===== config.mk =====
export PLATFORM = sky130hd
export DESIGN_NAME = swmmm_ctrl
export DESIGN_NICKNAME = d
export VERILOG_FILES = /design/src/hw/rtl/swmmm_pkg.sv /design/src/hw/rtl/swmmm_ctrl.sv
export SDC_FILE = /design/constraint.sdc
export NUM_CORES = 1
export LEC_CHECK = 0
export CAP_MARGIN = 30
export CORE_AREA = 5 5 42 44
export CTS_BUF_LIST = sky130_fd_sc_hd__clkbuf_4 sky130_fd_sc_hd__clkbuf_8 sky130_fd_sc_hd__clkbuf_16
export DETAILED_ROUTE_END_ITERATION = 7
export DIE_AREA = 0 0 47 49
export DONT_BUFFER_PORTS = 1
export HOLD_SLACK_MARGIN = 0.1
export SKIP_CTS_REPAIR_TIMING = 1
export SYNTH_ARGS = -nofsm -noshare
export SYNTH_HDL_FRONTEND = slang
export SYNTH_SLANG_ARGS = --single-unit

===== constraint.sdc =====
create_clock -name clk -period 2.33 [get_ports clk]
set_input_delay 0.1165 -clock clk [delete_from_list [all_inputs] [get_ports clk]]
set_output_delay 0.1165 -clock clk [all_outputs]
set_load 0.005 [all_outputs]

===== src/hw/rtl/swmmm_pkg.sv =====
// Shared constants, types and state encoding for the sliding window min/max/mean block.
package swmmm_pkg;

  localparam int WINDOW    = 50;
  localparam int SAMPLE_W  = 24;
  localparam int ADDR_W    = (WINDOW > 1) ? $clog2(WINDOW) : 1;
  localparam int CNT_W     = $clog2(WINDOW + 1);
  localparam int SUM_W     = SAMPLE_W + $clog2(WINDOW + 1);
  localparam int IN_DATA_W = 24;
  localparam int OUT_DATA_W = 96;

  // |sum| / WINDOW as (|sum| * DIV_RECIP) >> DIV_SHIFT, exact for |sum| < 2^(SUM_W-1)
  localparam int DIV_SHIFT = (SUM_W - 1) + $clog2(WINDOW);
  localparam logic [SUM_W-1:0] DIV_RECIP =
    SUM_W'(((64'd1 << DIV_SHIFT) + WINDOW - 1) / WINDOW);

  localparam logic signed [SAMPLE_W-1:0] SAMPLE_MIN = {1'b1, {(SAMPLE_W-1){1'b0}}};
  localparam logic signed [SAMPLE_W-1:0] SAMPLE_MAX = {1'b0, {(SAMPLE_W-1){1'b1}}};

  typedef enum logic [2:0] {
    ST_IDLE,
    ST_UPDATE,
    ST_START,
    ST_SCAN,
    ST_FINISH,
    ST_OUT
  } swmmm_state_t;

  // controller -> datapath
  typedef struct packed {
    logic load;    // capture request, negate sample
    logic update;  // write ring, update sum and pointers
    logic start;   // reset scan, capture |sum| for the mean
    logic scan;    // scan step, reciprocal multiply
    logic finish;  // fix sign of the mean
  } swmmm_cmd_t;

  // datapath -> controller
  typedef struct packed {
    logic scan_done;
  } swmmm_stat_t;

endpackage


===== src/hw/rtl/swmmm_ctrl.sv =====
// Controller state machine: sequences update, scan/divide and result handoff.
module swmmm_ctrl
  import swmmm_pkg::*;
(
  input  logic        clk,
  input  logic        rst_n,
  input  logic        in_tvalid,
  output logic        in_tready,
  output logic        out_tvalid,
  input  logic        out_tready,
  output swmmm_cmd_t  cmd,
  input  swmmm_stat_t stat
);

  swmmm_state_t state_r, state_nxt;

  always_ff @(posedge clk) begin
    if (!rst_n) begin
      state_r <= ST_IDLE;
    end else begin
      state_r <= state_nxt;
    end
  end

  always_comb begin
    state_nxt  = state_r;
    cmd        = '0;
    in_tready  = 1'b0;
    out_tvalid = 1'b0;
    unique case (state_r)
      ST_IDLE: begin
        in_tready = 1'b1;
        if (in_tvalid) begin
          cmd.load  = 1'b1;
          state_nxt = ST_UPDATE;
        end
      end
      ST_UPDATE: begin
        cmd.update = 1'b1;
        state_nxt  = ST_START;
      end
      ST_START: begin
        cmd.start = 1'b1;
        state_nxt = ST_SCAN;
      end
      ST_SCAN: begin
        cmd.scan = 1'b1;
        if (stat.scan_done) begin
          state_nxt = ST_FINISH;
        end
      end
      ST_FINISH: begin
        cmd.finish = 1'b1;
        state_nxt  = ST_OUT;
      end
      ST_OUT: begin
        out_tvalid = 1'b1;
        if (out_tready) begin
          state_nxt = ST_IDLE;
        end
      end
      default: state_nxt = ST_IDLE;
    endcase
  end

endmodule


Yosys cells after proc, flatten, opt, wreduce, memory -nomap -nowiden

Cells that the tools add are included.
W data, S select, Z words.

Register bits after elaboration: 3
Input bits: 5
Output and inout port bits: 7

Equal/unequal tests: 8
Mux-type cells: 12
Reductions and logical operators: 2

Operators with widths:

| kind                 | count |
|---|---|
| $pmux W3 S6          | 1 |
| $mux W3              | 3 |
| $mux W1              | 8 |
| $eq A3 B2 Y1 const B | 2 |
| $eq A3 B3 Y1 const B | 2 |
| $ne A2 B2 Y1 const B | 3 |
| $eq A3 B1 Y1 const B | 1 |
| $logic_not A3 Y1     | 1 |
| $reduce_and A3 Y1    | 1 |

Longest topological paths before layout

Depth in word-level cells: 3
Mapped depth: 4
Depth with buffers taken out: 3

Least setup slack after synthesis

No wires, ideal clock.

Path type: register to register
Start: register state_r[1]
End: register state_r[0]
Arrival: 832 ps
Required time: 2212 ps
Path slack: 1380 ps
Cell stages (with the launch flop): 4
Buffers on the path: 0
Cell sequence: dfxtp_1 nor3_1 nand2b_1 o2111a_1

Cells in the longest elaborated chain, start to end: 3
Elaborated cells on any way between the ends: 11
Those cells by class: eq/ne: 8; mux: 1; reduce/logical: 2

RTL lines:

| what                                       | line             | text |
|---|---|---|
| from (decl)                                | swmmm_ctrl.sv:15 | `swmmm_state_t state_r, state_nxt;` |
| from (signal assigned)                     | swmmm_ctrl.sv:21 | `state_r <= state_nxt;` |
| $eq A3 B2 Y1, or another cell as far along | swmmm_ctrl.sv:30 | `unique case (state_r)` |
| $ne A2 B2 Y1 (no line)                     | n/a              |  |
| $reduce_and A3 Y1 (no line)                | n/a              |  |

Parallel ways exist; a longest one is shown, timed or not.
A chain may end at the register's enable or synchronous reset.

==> flow_summary.toml <==
[floorplan]
ios = 12
dieArea_um2 = 2300
rows = 14
die_y_um = 49
die_x_um = 47
start_util_pct = 14.0
core_area_um2 = 1400

[critical_path]
end_kind = "primary output"
rrSetupSlack_ns = 1.26
worstSetupPathType = "flop to primary output"
rr_worst_depth = 3
worst_setup_path_start_kind = "flop"
required_ns = 2.21
worstPathArrival_ns = 1.18
cp_max_fo = 8

[sta]
max_freq_mhz = 774
slew_headroom_pct = 73.7
fin_skew_ns = 0.00372
fin_hold_ws_ns = 0.118
final_hold_viol_count = 0
fin_crit_sh_pct = 55.4
period_minus_slack_ns = 1.29
rsz0062_at_grt = "false"
slew_viol_final = 0
fin_setup_tns_ns = 0
finalSetupViolations = 0
tightest_slew_ns = 0.392

[clocking]
cts_sinks = 3
cts_root_buf = "clkbuf_4"
cts_tree = "built"
ctsHtreeMaxLevel = 1
cts_made_buffers = 3
clock_latency_ns = 0.23
path_clk_slew_ns = 0.04
clock_path_buffers = 2

[detailed_routing]
via_per_inst = 4.27
postRouteAntennaNets = 0
wire_per_inst_um = 12.0
dr.pass1.iters = 1
first_iter_violations = 0
via_count = 188
route.detailed.drc = 0
wirelength_um = 527

[worst_hold_path]
hold_path_depth = 3
hp-class = "primary input to flop"

[synth]
synthCells = 23
synth_top_cell_area_share_pct = 30.6
synth_top_area_cell = "dfxtp_1"
synthTopCellsByCount = "and3_2 (3), dfxtp_1 (3), nor3_1 (3)"
syn_area_um2 = 196
synth_ff_type = "dfxtp_1"
yosysWarnings = 0
synthArstFlopShare_pct = 0
synth_seq_cells = 3
synth_nets = 28
synth_seq_area_share_pct = 30.6
syn_area_per_cell_um2 = 8.54
synth-edff-count = 0
post_synth_num_cell_types = 17
synth_area_leaders = "dfxtp_1 (31%), and3_2 (11%), nor3_1 (7.6%)"

[placed_design]
dp_cells = 38
port_buffers = 0
gp_congestion = 0.710
dp_hpwl_um = 386

[layout]
final_nets = 34
seq_area_um2 = 60.1
nFillCells = 166
final_layout_size_suffix_gt1_share_pct = 32.1
syn_to_final_growth_pct = 31.8
regMostFlops = "state_r"
multi_input_area_um2 = 121
largest_register_ffs = 3
diodes = 0
fin_cells = 44
top_regs = "state_r x3"

[grt]
antenna_found_initial = 0
met3_usage_pct = 5.17
grtUsageMet2_pct = 5.66
grt_max_degree = 12
grt_pass1_wl_um = 807
overflow = 0
grt_pass1_vias = 172
met1_usage_pct = 6.14
grt_use_total_pct = 5.35
busiest_layer = "met1"

[outcome]
status = "complete, no violations"

[pwr]
power_mw = 0.199
peakVddDrop_mv = 0.105
p_leak_nw = 0.0925
cellPowerDensity_nw_per_um2 = 768

[flow_run]
max-cap-violations = 0
==> stage by stage <==
stage          cell area [µm²]  utilization (%)  worst slack [ns]
2_1_floorplan              196                -              1.38
3_5_place_dp               209             14.9              1.24
4_1_cts                    239             17.1             0.992
3_3_place_gp               209             14.9              1.23
5_1_grt                    259             18.5             0.944
6_report                   259             18.5              1.04
==> power breakdown <==
part / internal [mW] / leakage [nW] / total [mW] / switching [mW]
clock: 0.0756 / 0.0184 / 0.100 / 0.0245
combinational: 0.0157 / 0.0493 / 0.0309 / 0.0153
sequential: 0.0568 / 0.0247 / 0.0677 / 0.0109
total: 0.148 / 0.0925 / 0.199 / 0.0507
==> layer usage <==
layer,vias to the layer above,part of all wire [%]
met1,85,40
met4,0,0
met3,0,17
met5,-,0
met2,8,43
li1,95,-
==> kinds of logic after synthesis <==
kind of cell	count (synthesis)	share of synthesized area, %
AOI/OAI and AO/OA	5	22.9
DFF	3	30.6
buffers and inverters	3	7.64
and+or+nand+nor	12	38.9
==> layout by cell type (no fill, tap or decap) <==
cell type	netlist	final
a31oi_1	1	1
o221ai_2	1	1
inv_1	1	1
nand2_1	1	1
inv_2	1	1
clkbuf_4	0	4
dlygate4sd3_1	0	2
nor3_1	3	3
and2_1	1	1
nand3b_1	1	1
dfxtp_1	3	3
o21ai_0	1	1
nor2b_1	1	1
and3_2	3	3
o2111a_1	1	1
nand2b_1	1	1
nand4b_1	1	1
a21boi_0	1	1
==> critical path, cell delays in order, from the launching register on <==
cell,delay (ns)
dfxtp_1,0.36
nor3_1,0.38
and2_1,0.21
==> area by class of cell <==
type                    count  share of cell area (%)
clock buffers               4                    11.6
flip-flops and latches      3                    23.2
repair buffers              2                    7.73
well taps                  16                    7.73
multi-input cells          17                    46.9
inverters                   2                    2.90
==> path summary, 6_finish.rpt <==
path | from | to
max | state_r[1] | cmd[4]
min | out_tready | state_r[2]
max reg2reg | state_r[1] | state_r[0]
min reg2reg | state_r[1] | state_r[1]
(Power assumes the default switching activity.)
